<file path="src/design/tasm_pkg.sv">
`timescale 1ns / 1ps
// Shared constants, codes and interface types of the throttle arming setpoint mapper.
package tasm_pkg;

   // Q1.12 throttle and floor values.
   localparam int THR_W = 13;
   localparam logic [THR_W-1:0] FULL_SCALE = 13'd4096;
   localparam logic [THR_W-1:0] ZERO_THR = 13'd4;

   // Arming counter.
   localparam int ZT_W = 7;
   localparam logic [ZT_W-1:0] ZT_MAX = 7'd127;
   localparam int ARM_TICKS_DEF = 100;

   // Setpoint arithmetic.
   localparam int VAL_W = 16;
   localparam int PROD_W = 28;
   localparam int ACC_W = 42;
   localparam logic [VAL_W-1:0] PCT_MAX = 16'd10000;
   localparam logic [13:0] PCT_SCALE = 14'd10000;
   localparam logic [PROD_W-1:0] SPEED_ROUND = 28'd2048;
   localparam logic [ACC_W-1:0] VOLT_ROUND = 42'd8388608;
   localparam int DIV_STEPS = 15;
   localparam int CNT_W = $clog2(DIV_STEPS);

   // Item kinds.
   localparam logic KIND_TICK = 1'b0;
   localparam logic KIND_FLOOR = 1'b1;

   // Source selection register codes.
   localparam logic [1:0] SEL_OFF = 2'd0;
   localparam logic [1:0] SEL_POT = 2'd1;
   localparam logic [1:0] SEL_CUSTOM = 2'd2;

   // Reported input source.
   localparam logic [1:0] SRC_NONE = 2'd0;
   localparam logic [1:0] SRC_POT = 2'd1;
   localparam logic [1:0] SRC_CUSTOM = 2'd2;
   localparam logic [1:0] SRC_HOST = 2'd3;

   // Motor states.
   localparam logic [2:0] MS_IDLE = 3'd0;
   localparam logic [2:0] MS_FAULT = 3'd1;
   localparam logic [2:0] MS_STOP = 3'd2;
   localparam logic [2:0] MS_RUN = 3'd3;

   // Control modes.
   localparam logic [1:0] RM_VOLTAGE = 2'd0;
   localparam logic [1:0] RM_SPEED = 2'd1;
   localparam logic [1:0] RM_TORQUE = 2'd2;

   // Setpoint kinds.
   localparam logic [1:0] SP_NONE = 2'd0;
   localparam logic [1:0] SP_SPEED = 2'd1;
   localparam logic [1:0] SP_TORQUE = 2'd2;
   localparam logic [1:0] SP_VOLT = 2'd3;

   // Register map.
   localparam int CSR_ADDR_W = 5;
   localparam int CSR_DATA_W = 32;
   localparam logic [2:0] REG_SOURCE_SELECT = 3'd0;
   localparam logic [2:0] REG_CUSTOM_PRESENT = 3'd1;
   localparam logic [2:0] REG_START_MODE = 3'd2;
   localparam logic [2:0] REG_MIN_SPEED = 3'd3;
   localparam logic [2:0] REG_MAX_SPEED = 3'd4;
   localparam logic [2:0] REG_MIN_CURRENT = 3'd5;
   localparam logic [2:0] REG_MAX_CURRENT = 3'd6;
   localparam logic [2:0] REG_MIN_VOLTAGE = 3'd7;

   typedef struct packed {
      logic [1:0]       source_select;
      logic             custom_present;
      logic [2:0]       start_mode;
      logic [15:0]      min_speed;
      logic [15:0]      max_speed;
      logic [15:0]      min_current;
      logic [15:0]      max_current;
      logic [THR_W-1:0] min_voltage_frac;
   } tasm_cfg_type;

   typedef struct packed {
      logic accept;
      logic mul1;
      logic mul2;
      logic div_step;
      logic load_out;
   } tasm_cmd_type;

   typedef struct packed {
      logic div_needed;
   } tasm_status_type;

endpackage

</file>
<file path="src/design/tasm_ctrl.sv">
`timescale 1ns / 1ps
// Sequencer that steps one item through the setpoint datapath.
module tasm_ctrl
   import tasm_pkg::*;
(
   input  logic            clock,
   input  logic            reset,
   input  logic            req_valid,
   output logic            req_ready,
   output logic            rsp_valid,
   input  logic            rsp_ready,
   input  tasm_status_type status,
   output tasm_cmd_type    cmd
);

   localparam logic [2:0] S_IDLE = 3'd0;
   localparam logic [2:0] S_MUL1 = 3'd1;
   localparam logic [2:0] S_MUL2 = 3'd2;
   localparam logic [2:0] S_DIV = 3'd3;
   localparam logic [2:0] S_DONE = 3'd4;

   logic [2:0]       state_ff, state_in;
   logic [CNT_W-1:0] cnt_ff, cnt_in;
   logic             rsp_valid_ff, rsp_valid_in;

   always_comb begin
      state_in = state_ff;
      cnt_in = cnt_ff;
      cmd = '0;
      rsp_valid_in = rsp_valid_ff && !rsp_ready;
      unique case (state_ff)
         S_IDLE: begin
            if (req_valid) begin
               cmd.accept = 1'b1;
               state_in = S_MUL1;
            end
         end
         S_MUL1: begin
            cmd.mul1 = 1'b1;
            state_in = S_MUL2;
         end
         S_MUL2: begin
            cmd.mul2 = 1'b1;
            cnt_in = '0;
            state_in = status.div_needed ? S_DIV : S_DONE;
         end
         S_DIV: begin
            cmd.div_step = 1'b1;
            if (cnt_ff == CNT_W'(DIV_STEPS - 1)) begin
               state_in = S_DONE;
            end else begin
               cnt_in = cnt_ff + 1'b1;
            end
         end
         S_DONE: begin
            // The result register is reused only once its previous transfer is done.
            if (!rsp_valid_ff || rsp_ready) begin
               cmd.load_out = 1'b1;
               rsp_valid_in = 1'b1;
               state_in = S_IDLE;
            end
         end
         default: begin
            state_in = S_IDLE;
         end
      endcase
   end

   always_ff @(posedge clock) begin
      if (reset) begin
         state_ff <= S_IDLE;
         cnt_ff <= '0;
         rsp_valid_ff <= 1'b0;
      end else begin
         state_ff <= state_in;
         cnt_ff <= cnt_in;
         rsp_valid_ff <= rsp_valid_in;
      end
   end

   assign req_ready = (state_ff == S_IDLE);
   assign rsp_valid = rsp_valid_ff;

`ifndef NO_ASSERTIONS
   a_no_overwrite: assert property (@(posedge clock) disable iff (reset)
      cmd.load_out |-> (!rsp_valid_ff || rsp_ready))
      else $error("result register loaded while a result was still pending");

   a_accept_starts: assert property (@(posedge clock) disable iff (reset)
      (req_valid && req_ready) |=> (state_ff == S_MUL1))
      else $error("accepted item did not start the multiply sequence");

   a_div_ends: assert property (@(posedge clock) disable iff (reset)
      (state_ff == S_DIV && cnt_ff == CNT_W'(DIV_STEPS - 1)) |=> (state_ff == S_DONE))
      else $error("divider did not finish after its last step");
`endif

endmodule

</file>
<file path="src/design/tasm_dp.sv">
`timescale 1ns / 1ps
// Datapath: source selection, arming interlock, setpoint multiply and divide, result register.
module tasm_dp
   import tasm_pkg::*;
#(
   parameter int ARM_TICKS = ARM_TICKS_DEF
)
(
   input  logic             clock,
   input  logic             reset,
   input  tasm_cmd_type     cmd,
   output tasm_status_type  status,
   input  tasm_cfg_type     cfg,
   input  logic             req_kind,
   input  logic [THR_W-1:0] req_floor_value,
   input  logic             req_usb_configured,
   input  logic [THR_W-1:0] req_pot_throttle,
   input  logic             req_pot_arm_request,
   input  logic             req_pot_active,
   input  logic [THR_W-1:0] req_custom_throttle,
   input  logic             req_custom_arm_request,
   input  logic             req_custom_active,
   input  logic [2:0]       req_motor_state,
   input  logic [1:0]       req_running_mode,
   output logic [1:0]       rsp_source,
   output logic             rsp_armed,
   output logic [THR_W-1:0] rsp_active_throttle,
   output logic             rsp_start_cmd,
   output logic [1:0]       rsp_start_mode_out,
   output logic             rsp_stop_cmd,
   output logic [1:0]       rsp_setpoint_kind,
   output logic [VAL_W-1:0] rsp_setpoint_value
);

   // Block state.
   logic             armed_ff, armed_in;
   logic [ZT_W-1:0]  zt_ff, zt_in;
   logic [THR_W-1:0] floor_ff, floor_in;
   logic [1:0]       src_ff, src_in;
   logic [THR_W-1:0] lthr_ff, lthr_in;

   // Decision results of the accepted item.
   logic             start_in, stop_in;
   logic [1:0]       mode_in, sp_in;
   logic             res_start_ff, res_stop_ff;
   logic [1:0]       res_mode_ff;

   // Input selection.
   logic             use_custom;
   logic [THR_W-1:0] thr_raw, thr_sat, fl_max, fl_eff;
   logic             arm_req, act;

   // Arithmetic operands and working registers.
   logic signed [16:0] diff_in, diff_ff;
   logic [PROD_W-1:0]  base_in, base_ff;
   logic [THR_W-1:0]   thr_ff;
   logic [1:0]         sp_kind_ff;
   logic signed [30:0] mul1_full;
   logic [PROD_W-1:0]  prod_ff;
   logic [ACC_W-1:0]   bias, scaled, acc_ff, dvs_ff;
   logic [DIV_STEPS-1:0] quo_ff;
   logic               div_ge;
   logic [PROD_W-1:0]  spd_sum;
   logic [17:0]        volt_q;
   logic [VAL_W-1:0]   value_in;

   // Output register.
   logic [1:0]       rsp_source_ff, rsp_mode_ff, rsp_kind_ff;
   logic             rsp_armed_ff, rsp_start_ff, rsp_stop_ff;
   logic [THR_W-1:0] rsp_thr_ff;
   logic [VAL_W-1:0] rsp_value_ff;

   assign use_custom = (cfg.source_select == SEL_CUSTOM) && cfg.custom_present;
   assign thr_raw = use_custom ? req_custom_throttle : req_pot_throttle;
   assign arm_req = use_custom ? req_custom_arm_request : req_pot_arm_request;
   assign act = use_custom ? req_custom_active : req_pot_active;
   assign thr_sat = (thr_raw > FULL_SCALE) ? FULL_SCALE : thr_raw;

   always_comb begin
      armed_in = armed_ff;
      zt_in = zt_ff;
      floor_in = floor_ff;
      src_in = src_ff;
      lthr_in = lthr_ff;
      start_in = 1'b0;
      mode_in = RM_VOLTAGE;
      stop_in = 1'b0;
      sp_in = SP_NONE;
      if (req_kind == KIND_FLOOR) begin
         floor_in = req_floor_value;
      end else if (req_usb_configured) begin
         src_in = SRC_HOST;
         armed_in = 1'b0;
         zt_in = '0;
         lthr_in = '0;
      end else if (cfg.source_select == SEL_OFF) begin
         src_in = SRC_NONE;
         armed_in = 1'b0;
         zt_in = '0;
         lthr_in = '0;
      end else begin
         src_in = use_custom ? SRC_CUSTOM : SRC_POT;
         lthr_in = thr_sat;
         if (req_motor_state == MS_IDLE || req_motor_state == MS_FAULT) begin
            if (req_motor_state == MS_FAULT) begin
               armed_in = 1'b0;
               zt_in = '0;
            end
            // Arming needs a run of consecutive ticks at zero throttle.
            if (!armed_in) begin
               if (thr_sat <= ZERO_THR) begin
                  if (zt_in < ZT_MAX) begin
                     zt_in = zt_in + 1'b1;
                  end
                  if (zt_in >= ZT_W'(ARM_TICKS)) begin
                     armed_in = 1'b1;
                  end
               end else begin
                  zt_in = '0;
               end
            end
         end
         if (req_motor_state == MS_IDLE && armed_in && arm_req && act) begin
            start_in = 1'b1;
            mode_in = (cfg.start_mode > 3'(RM_TORQUE)) ? RM_TORQUE : cfg.start_mode[1:0];
         end
         if (req_motor_state != MS_IDLE && req_motor_state != MS_FAULT &&
             req_motor_state != MS_STOP && (!arm_req || !act)) begin
            stop_in = 1'b1;
            armed_in = 1'b0;
            zt_in = '0;
            floor_in = '0;
         end
         if (req_motor_state == MS_RUN && act) begin
            case (req_running_mode)
               RM_SPEED: sp_in = SP_SPEED;
               RM_TORQUE: sp_in = SP_TORQUE;
               RM_VOLTAGE: sp_in = SP_VOLT;
               default: sp_in = SP_NONE;
            endcase
         end
      end
   end

   // The voltage floor already reflects a stop taken in the same tick.
   assign fl_max = (floor_in > cfg.min_voltage_frac) ? floor_in : cfg.min_voltage_frac;
   assign fl_eff = (fl_max > FULL_SCALE) ? FULL_SCALE : fl_max;

   // Every setpoint is base + throttle * slope, with base and slope from the mode.
   always_comb begin
      case (sp_in)
         SP_SPEED: begin
            diff_in = $signed({1'b0, cfg.max_speed}) - $signed({1'b0, cfg.min_speed});
            base_in = {cfg.min_speed, 12'd0};
         end
         SP_TORQUE: begin
            diff_in = $signed({1'b0, cfg.max_current}) - $signed({1'b0, cfg.min_current});
            base_in = {cfg.min_current, 12'd0};
         end
         SP_VOLT: begin
            diff_in = $signed(17'(FULL_SCALE - fl_eff));
            base_in = {3'd0, fl_eff, 12'd0};
         end
         default: begin
            diff_in = '0;
            base_in = '0;
         end
      endcase
   end

   assign mul1_full = $signed({1'b0, thr_ff}) * diff_ff + $signed({3'd0, base_ff});
   assign bias = (sp_kind_ff == SP_TORQUE) ? ACC_W'({cfg.max_current, 11'd0}) : VOLT_ROUND;
   assign scaled = ({14'd0, prod_ff} * ACC_W'(PCT_SCALE)) + bias;
   assign div_ge = (acc_ff >= dvs_ff);

   always_ff @(posedge clock) begin
      if (reset) begin
         armed_ff <= 1'b0;
         zt_ff <= '0;
         floor_ff <= '0;
         src_ff <= SRC_POT;
         lthr_ff <= '0;
         res_start_ff <= 1'b0;
         res_stop_ff <= 1'b0;
      end else if (cmd.accept) begin
         armed_ff <= armed_in;
         zt_ff <= zt_in;
         floor_ff <= floor_in;
         src_ff <= src_in;
         lthr_ff <= lthr_in;
         res_start_ff <= start_in;
         res_stop_ff <= stop_in;
      end
   end

   always_ff @(posedge clock) begin
      if (cmd.accept) begin
         res_mode_ff <= mode_in;
         sp_kind_ff <= sp_in;
         thr_ff <= thr_sat;
         diff_ff <= diff_in;
         base_ff <= base_in;
      end
      if (cmd.mul1) begin
         prod_ff <= mul1_full[PROD_W-1:0];
      end
      if (cmd.mul2) begin
         acc_ff <= scaled;
         dvs_ff <= {cfg.max_current, 26'd0};
         quo_ff <= '0;
      end else if (cmd.div_step) begin
         // Restoring division; the top quotient bit flags an out-of-range result.
         if (div_ge) begin
            acc_ff <= acc_ff - dvs_ff;
         end
         dvs_ff <= dvs_ff >> 1;
         quo_ff <= {quo_ff[DIV_STEPS-2:0], div_ge};
      end
   end

   assign status.div_needed = (sp_kind_ff == SP_TORQUE) && (cfg.max_current != 16'd0);

   assign spd_sum = prod_ff + SPEED_ROUND;
   assign volt_q = acc_ff[ACC_W-1:24];

   always_comb begin
      case (sp_kind_ff)
         SP_SPEED: value_in = spd_sum[PROD_W-1:12];
         SP_TORQUE: begin
            if (cfg.max_current == 16'd0) begin
               value_in = '0;
            end else if (quo_ff[DIV_STEPS-1] || (quo_ff[DIV_STEPS-2:0] > 14'(PCT_MAX))) begin
               value_in = PCT_MAX;
            end else begin
               value_in = VAL_W'(quo_ff[DIV_STEPS-2:0]);
            end
         end
         SP_VOLT: value_in = (volt_q > 18'(PCT_MAX)) ? PCT_MAX : VAL_W'(volt_q);
         default: value_in = '0;
      endcase
   end

   always_ff @(posedge clock) begin
      if (cmd.load_out) begin
         rsp_source_ff <= src_ff;
         rsp_armed_ff <= armed_ff;
         rsp_thr_ff <= lthr_ff;
         rsp_start_ff <= res_start_ff;
         rsp_mode_ff <= res_mode_ff;
         rsp_stop_ff <= res_stop_ff;
         rsp_kind_ff <= sp_kind_ff;
         rsp_value_ff <= value_in;
      end
   end

   assign rsp_source = rsp_source_ff;
   assign rsp_armed = rsp_armed_ff;
   assign rsp_active_throttle = rsp_thr_ff;
   assign rsp_start_cmd = rsp_start_ff;
   assign rsp_start_mode_out = rsp_mode_ff;
   assign rsp_stop_cmd = rsp_stop_ff;
   assign rsp_setpoint_kind = rsp_kind_ff;
   assign rsp_setpoint_value = rsp_value_ff;

`ifndef NO_ASSERTIONS
   a_pct_range: assert property (@(posedge clock) disable iff (reset)
      cmd.load_out |=> ((rsp_kind_ff != SP_TORQUE && rsp_kind_ff != SP_VOLT) ||
                        rsp_value_ff <= PCT_MAX))
      else $error("percent setpoint above full scale");

   a_start_stop: assert property (@(posedge clock) disable iff (reset)
      cmd.load_out |-> !(res_start_ff && res_stop_ff))
      else $error("start and stop issued for the same tick");

   a_div_torque: assert property (@(posedge clock) disable iff (reset)
      cmd.div_step |-> (sp_kind_ff == SP_TORQUE))
      else $error("divider running for a setpoint that needs no division");
`endif

endmodule

</file>
<file path="src/design/throttle_arming_setpoint_mapper.sv">
`timescale 1ns / 1ps
// Top level: register file, sequencer and datapath of the throttle arming setpoint mapper.
//
//   Port group | Direction | Handshake
//   req_*      | in        | req_valid / req_ready, one tick or floor update per transfer
//   rsp_*      | out       | rsp_valid / rsp_ready, one result per accepted item
//   csr_*      | in/out    | psel / penable / pwrite, pready tied high
//
// An item passes through accept, two multiplies and the result load; a torque setpoint with a
// nonzero maximum current also runs the 15 steps of the restoring divider. Reset is synchronous
// and clears the arming state, the floors and the handshake state. A new item is taken while a
// result still waits for its transfer; the next result waits in the sequencer if needed.
module throttle_arming_setpoint_mapper
   import tasm_pkg::*;
#(
   parameter int ARM_TICKS = ARM_TICKS_DEF
)
(
   input  logic                  clock,
   input  logic                  reset,
   input  logic                  req_valid,
   output logic                  req_ready,
   input  logic                  req_kind,
   input  logic [THR_W-1:0]      req_floor_value,
   input  logic                  req_usb_configured,
   input  logic [THR_W-1:0]      req_pot_throttle,
   input  logic                  req_pot_arm_request,
   input  logic                  req_pot_active,
   input  logic [THR_W-1:0]      req_custom_throttle,
   input  logic                  req_custom_arm_request,
   input  logic                  req_custom_active,
   input  logic [2:0]            req_motor_state,
   input  logic [1:0]            req_running_mode,
   output logic                  rsp_valid,
   input  logic                  rsp_ready,
   output logic [1:0]            rsp_source,
   output logic                  rsp_armed,
   output logic [THR_W-1:0]      rsp_active_throttle,
   output logic                  rsp_start_cmd,
   output logic [1:0]            rsp_start_mode_out,
   output logic                  rsp_stop_cmd,
   output logic [1:0]            rsp_setpoint_kind,
   output logic [VAL_W-1:0]      rsp_setpoint_value,
   input  logic                  csr_psel,
   input  logic                  csr_penable,
   input  logic                  csr_pwrite,
   input  logic [CSR_ADDR_W-1:0] csr_paddr,
   input  logic [CSR_DATA_W-1:0] csr_pwdata,
   output logic [CSR_DATA_W-1:0] csr_prdata,
   output logic                  csr_pready
);

   tasm_cfg_type    cfg_ff;
   tasm_cmd_type    cmd;
   tasm_status_type status;
   logic            csr_wr;
   logic [2:0]      csr_index;

   assign csr_pready = 1'b1;
   assign csr_wr = csr_psel && csr_penable && csr_pwrite;
   assign csr_index = csr_paddr[CSR_ADDR_W-1:2];

   always_ff @(posedge clock) begin
      if (reset) begin
         cfg_ff.source_select <= SEL_POT;
         cfg_ff.custom_present <= 1'b0;
         cfg_ff.start_mode <= '0;
         cfg_ff.min_speed <= '0;
         cfg_ff.max_speed <= '0;
         cfg_ff.min_current <= '0;
         cfg_ff.max_current <= '0;
         cfg_ff.min_voltage_frac <= '0;
      end else if (csr_wr) begin
         unique case (csr_index)
            REG_SOURCE_SELECT: cfg_ff.source_select <= csr_pwdata[1:0];
            REG_CUSTOM_PRESENT: cfg_ff.custom_present <= csr_pwdata[0];
            REG_START_MODE: cfg_ff.start_mode <= csr_pwdata[2:0];
            REG_MIN_SPEED: cfg_ff.min_speed <= csr_pwdata[15:0];
            REG_MAX_SPEED: cfg_ff.max_speed <= csr_pwdata[15:0];
            REG_MIN_CURRENT: cfg_ff.min_current <= csr_pwdata[15:0];
            REG_MAX_CURRENT: cfg_ff.max_current <= csr_pwdata[15:0];
            REG_MIN_VOLTAGE: cfg_ff.min_voltage_frac <= csr_pwdata[THR_W-1:0];
            default: ;
         endcase
      end
   end

   always_comb begin
      unique case (csr_index)
         REG_SOURCE_SELECT: csr_prdata = CSR_DATA_W'(cfg_ff.source_select);
         REG_CUSTOM_PRESENT: csr_prdata = CSR_DATA_W'(cfg_ff.custom_present);
         REG_START_MODE: csr_prdata = CSR_DATA_W'(cfg_ff.start_mode);
         REG_MIN_SPEED: csr_prdata = CSR_DATA_W'(cfg_ff.min_speed);
         REG_MAX_SPEED: csr_prdata = CSR_DATA_W'(cfg_ff.max_speed);
         REG_MIN_CURRENT: csr_prdata = CSR_DATA_W'(cfg_ff.min_current);
         REG_MAX_CURRENT: csr_prdata = CSR_DATA_W'(cfg_ff.max_current);
         REG_MIN_VOLTAGE: csr_prdata = CSR_DATA_W'(cfg_ff.min_voltage_frac);
         default: csr_prdata = '0;
      endcase
   end

   tasm_ctrl u_ctrl (
      .clock     (clock),
      .reset     (reset),
      .req_valid (req_valid),
      .req_ready (req_ready),
      .rsp_valid (rsp_valid),
      .rsp_ready (rsp_ready),
      .status    (status),
      .cmd       (cmd)
   );

   tasm_dp #(
      .ARM_TICKS (ARM_TICKS)
   ) u_dp (
      .clock                  (clock),
      .reset                  (reset),
      .cmd                    (cmd),
      .status                 (status),
      .cfg                    (cfg_ff),
      .req_kind               (req_kind),
      .req_floor_value        (req_floor_value),
      .req_usb_configured     (req_usb_configured),
      .req_pot_throttle       (req_pot_throttle),
      .req_pot_arm_request    (req_pot_arm_request),
      .req_pot_active         (req_pot_active),
      .req_custom_throttle    (req_custom_throttle),
      .req_custom_arm_request (req_custom_arm_request),
      .req_custom_active      (req_custom_active),
      .req_motor_state        (req_motor_state),
      .req_running_mode       (req_running_mode),
      .rsp_source             (rsp_source),
      .rsp_armed              (rsp_armed),
      .rsp_active_throttle    (rsp_active_throttle),
      .rsp_start_cmd          (rsp_start_cmd),
      .rsp_start_mode_out     (rsp_start_mode_out),
      .rsp_stop_cmd           (rsp_stop_cmd),
      .rsp_setpoint_kind      (rsp_setpoint_kind),
      .rsp_setpoint_value     (rsp_setpoint_value)
   );

endmodule
</file>
<file path="config.mk">
export PLATFORM = sky130hd
export DESIGN_NAME = throttle_arming_setpoint_mapper
export DESIGN_NICKNAME = d
export VERILOG_FILES = /design/src/design/tasm_pkg.sv /design/src/design/tasm_ctrl.sv /design/src/design/tasm_dp.sv /design/src/design/throttle_arming_setpoint_mapper.sv
export SDC_FILE = /design/constraint.sdc
export NUM_CORES = 2
export LEC_CHECK = 0
export ABC_AREA = 1
export BUFFER_PORTS_ARGS = -buffer_cell sky130_fd_sc_hd__buf_2
export CAP_MARGIN = 20
export CELL_PAD_IN_SITES_DETAIL_PLACEMENT = 0
export CELL_PAD_IN_SITES_GLOBAL_PLACEMENT = 1
export CORE_ASPECT_RATIO = 0.9
export CORE_MARGIN = 2
export CORE_UTILIZATION = 30
export DETAILED_ROUTE_END_ITERATION = 12
export GPL_TIMING_DRIVEN = 0
export PLACE_DENSITY = 0.59
export SETUP_SLACK_MARGIN = 0.02
export SLEW_MARGIN = 20
export SYNTH_ARGS = -nofsm -noshare
export SYNTH_HDL_FRONTEND = slang
export SYNTH_SLANG_ARGS = --single-unit
</file>
<file path="constraint.sdc">
create_clock -name clock -period 6.5 [get_ports clock]
set_input_delay 0.975 -clock clock [delete_from_list [all_inputs] [get_ports clock]]
set_output_delay 0.975 -clock clock [all_outputs]
set_load 0.1 [all_outputs]
</file>
==> metrics.txt <==
Routed wire per std cell=19.4 µm; Final setup viols=0; status=completed; post-layout utilization of the core=0.347; Post-synth EDFFs=174; multi-input logic area=0.0213 mm²; Critical Path Stages=20; fin. max-slew vios=0; clock slew at reported path FFs=0.06 ns; DP Wirelength=98,800 µm; Crit path buffers/inverters=4; CP Capture Type=flop; RSZ-0062 raised after global routing=yes; f_max=0.161 GHz; Layout fillers=12,041; clock latency on the worst-skew pair=0.64 ns; WHS=0.423 ns; crit path capture=u_dp.prod_ff[26]; commonest non-fill, non-tap cell in the layout=inv_1; final layout net count=5,292; Crit path max-delay family=adder cells; Critical Path RT=6.86 ns; synthesized area=0.0338 mm²; Cell variety after synth=64; Congestion Overflow GR=0; CTS sink count=344; register area=0.00863 mm²; Setup CP Type=flop to flop; Synth Flop Type=edfxtp_1; Die ar.=0.115 mm²; post-route ant nets=0; FP Rows=116; r2r endpoint=u_dp.prod_ff[26]; crit path from=u_dp.diff_ff[9]; RR Startpoint=u_dp.diff_ff[9]; Mapped Cells=4,365; slowest stage cell, crit path=fa_1; clock skew=0.0371 ns; initial core utilization=0.303; initial DRC count=1,818; slowest stage delay, CP=0.55 ns; vias in the first global route=28,414; Area growth syn-to-layout=14.5%; CTS Buffer Depth=3; drc violations=0; RD Place Congestion=0.915; cts hold-fix bufs=0; crit-path max FO=10; Placed Cells=5,991; pin count of the biggest net entering global routing=34; CP Data Arrival Time=6.58 ns; MaxCap Viol Count=0; CP startpoint kind=flop; share of cells above drive strength 1=0.0884; Least-Margin Pin Slew=1.08 ns; DR vias/cell=4.79; Max-slew headroom=0.279; R2R cell count=20; GRT Total Usage=0.205; detailed-route via count=29,296; CP dominant cell by count=fa_1; cts bufs inserted=45; Die Y=323 µm; Hold Crit Class=flop to flop; Yosys Warn Count=0; final hold vios=0; first-pass GRT wire length=178,000 µm; Die X=358 µm; TritonCTS clock tree=done; routed wire length=119,000 µm; cell chain of the critical path=buf_2 -> nand2_1 -> fa_1 -> inv_1 -> fa_1 -> fa_1 -> inv_1 -> fa_1 -> inv_1 -> fa_1 -> fa_1 -> ha_1 -> a21oi_1 -> o21a_1 -> o221ai_1 -> a21oi_2 -> o21ai_2 -> a31oi_2 -> o211ai_1 -> xor2_1; Final Instance Count excl. Fillers=6,113; H-tree depth=2; Setup TNS=0 ns; WHS Path Cells=0; syn avg cell area=7.75 µm²; Async SR Flop Fraction=0; final period utilization=0.958; initial antenna violation count=9; FF+latch count, synth=344; CTS root buffer=clkbuf_16; reg2reg setup slack=0.27 ns; Seq/Total Area, Yosys=0.255; most frequent cells in the layout=inv_1, nand2_1, a21oi_1; core area=0.111 mm²; drt first pass iters=7; Buffers on Ports=129; minimum clock period=6.23 ns; I/O Pins=167
## layer usage
layer  up-vias  global-route usage  wire length [µm]
met3       100              0.0232              5650
met1     14191               0.301             57900
met2       581               0.319             52400
met4         0              0.0467              2610
met5         -                   0                 0
li1      14424                   -                 -
## cell usage after synthesis, drive strengths merged, types with 2 or more instances
cell type	n	area, µm²
a21boi	5	37.5
a21o	11	82.6
a21oi	385	1930
a221oi	3	26.3
a22oi	6	45.0
a311oi	2	17.5
a31oi	21	131
and2	2	12.5
and3	3	18.8
buf	31	208
clkbuf	109	409
clkinv	4	15.0
conb	2	7.51
dfxtp	170	3400
edfxtp	174	5230
fa	291	5830
ha	308	3850
inv	946	3550
mux2i	5	50.1
nand2	813	3100
nand3	134	733
nand3b	6	45.0
nand4	25	156
nor2	289	1100
nor3	31	160
nor3b	2	15.0
nor4	9	56.3
o2111ai	11	96.3
o211ai	14	105
o21a	10	75.1
o21ai	358	1810
o21bai	13	97.6
o221ai	22	193
o22ai	25	156
o311ai	2	17.5
o31ai	6	45.0
o41ai	3	33.8
or2	8	50.1
xnor2	41	359
xor2	56	490
## sequential cells by signal (all words and copies together) (netlist names), 15 cells and up
| name | count |
|---|---|
| cfg_ff | 83 |
| u_dp.acc_ff | 42 |
| u_dp.base_ff | 16 |
| u_dp.diff_ff | 17 |
| u_dp.dvs_ff | 42 |
| u_dp.prod_ff | 28 |
| u_dp.quo_ff | 15 |
| u_dp.rsp_setpoint_value | 16 |
## worst min-delay path by stage
stage	from	to	slack [ns]
final	u_dp.res_start_ff	u_dp.rsp_start_cmd	0.42
after CTS	u_dp.res_start_ff	u_dp.rsp_start_cmd	0.43
after detailed placement	u_dp.res_mode_ff[1]	u_dp.rsp_start_mode_out[1]	0.41
after floorplan	u_dp.res_mode_ff[0]	u_dp.rsp_start_mode_out[0]	0.40
after global routing	u_dp.res_start_ff	u_dp.rsp_start_cmd	0.43
after global placement	u_dp.res_mode_ff[1]	u_dp.rsp_start_mode_out[1]	0.41
## worst register-to-register path, delay by kind of cell (launching register included)
kind / cells / cell delay, ns
xor+xnor: 1 / 0.16
buf+inv: 4 / 0.48
flops: 1 / 0.47
simple gates: 1 / 0.13
compound gates: 7 / 1.28
fa+ha+maj: 7 / 3.47
## timing repair
item                                    4_1_cts  5_1_grt
gates cloned                                  0        0
pin swaps                                     0        3
endpoints found under the setup margin       20       26
gates resized for setup                      36       57
setup buffers                                24       35
## stage by stage
stage                     setup WS [ns]  area (µm²)
after floorplan                   0.542       33900
final                             0.272       38700
after global routing           -0.00820       38700
after detailed placement         -0.784       36500
after global placement           -0.765       36400
after CTS                        0.0122       38200
## cell families after synthesis
family                   count (synthesis)  share of synthesized area
AO/OA/AOI/OAI                          904                      0.147
XOR/XNOR                                97                     0.0251
adder cells (fa/ha/maj)                599                      0.286
buffers and inverters                 1090                      0.124
flip-flops                             344                      0.255
multiplexers                             5                    0.00148
other                                    2                   0.000222
AND/OR/NAND/NOR                       1324                      0.162
## cell type report
| cell class | instances | area share |
|---|---|---|
| plain buffers | 117 | 0.0147 |
| multi-input cells | 2946 | 0.551 |
| inverters | 950 | 0.0925 |
| clock inverters | 13 | 0.00520 |
| clock buffers | 71 | 0.0345 |
| diodes | 2 | 0.000129 |
| well taps | 1475 | 0.0477 |
| repair buffers | 195 | 0.0319 |
| flip-flops and latches | 344 | 0.223 |
Power is not shown: default switching activity piles up to over one toggle a cycle in this logic, so the estimate is an artifact.
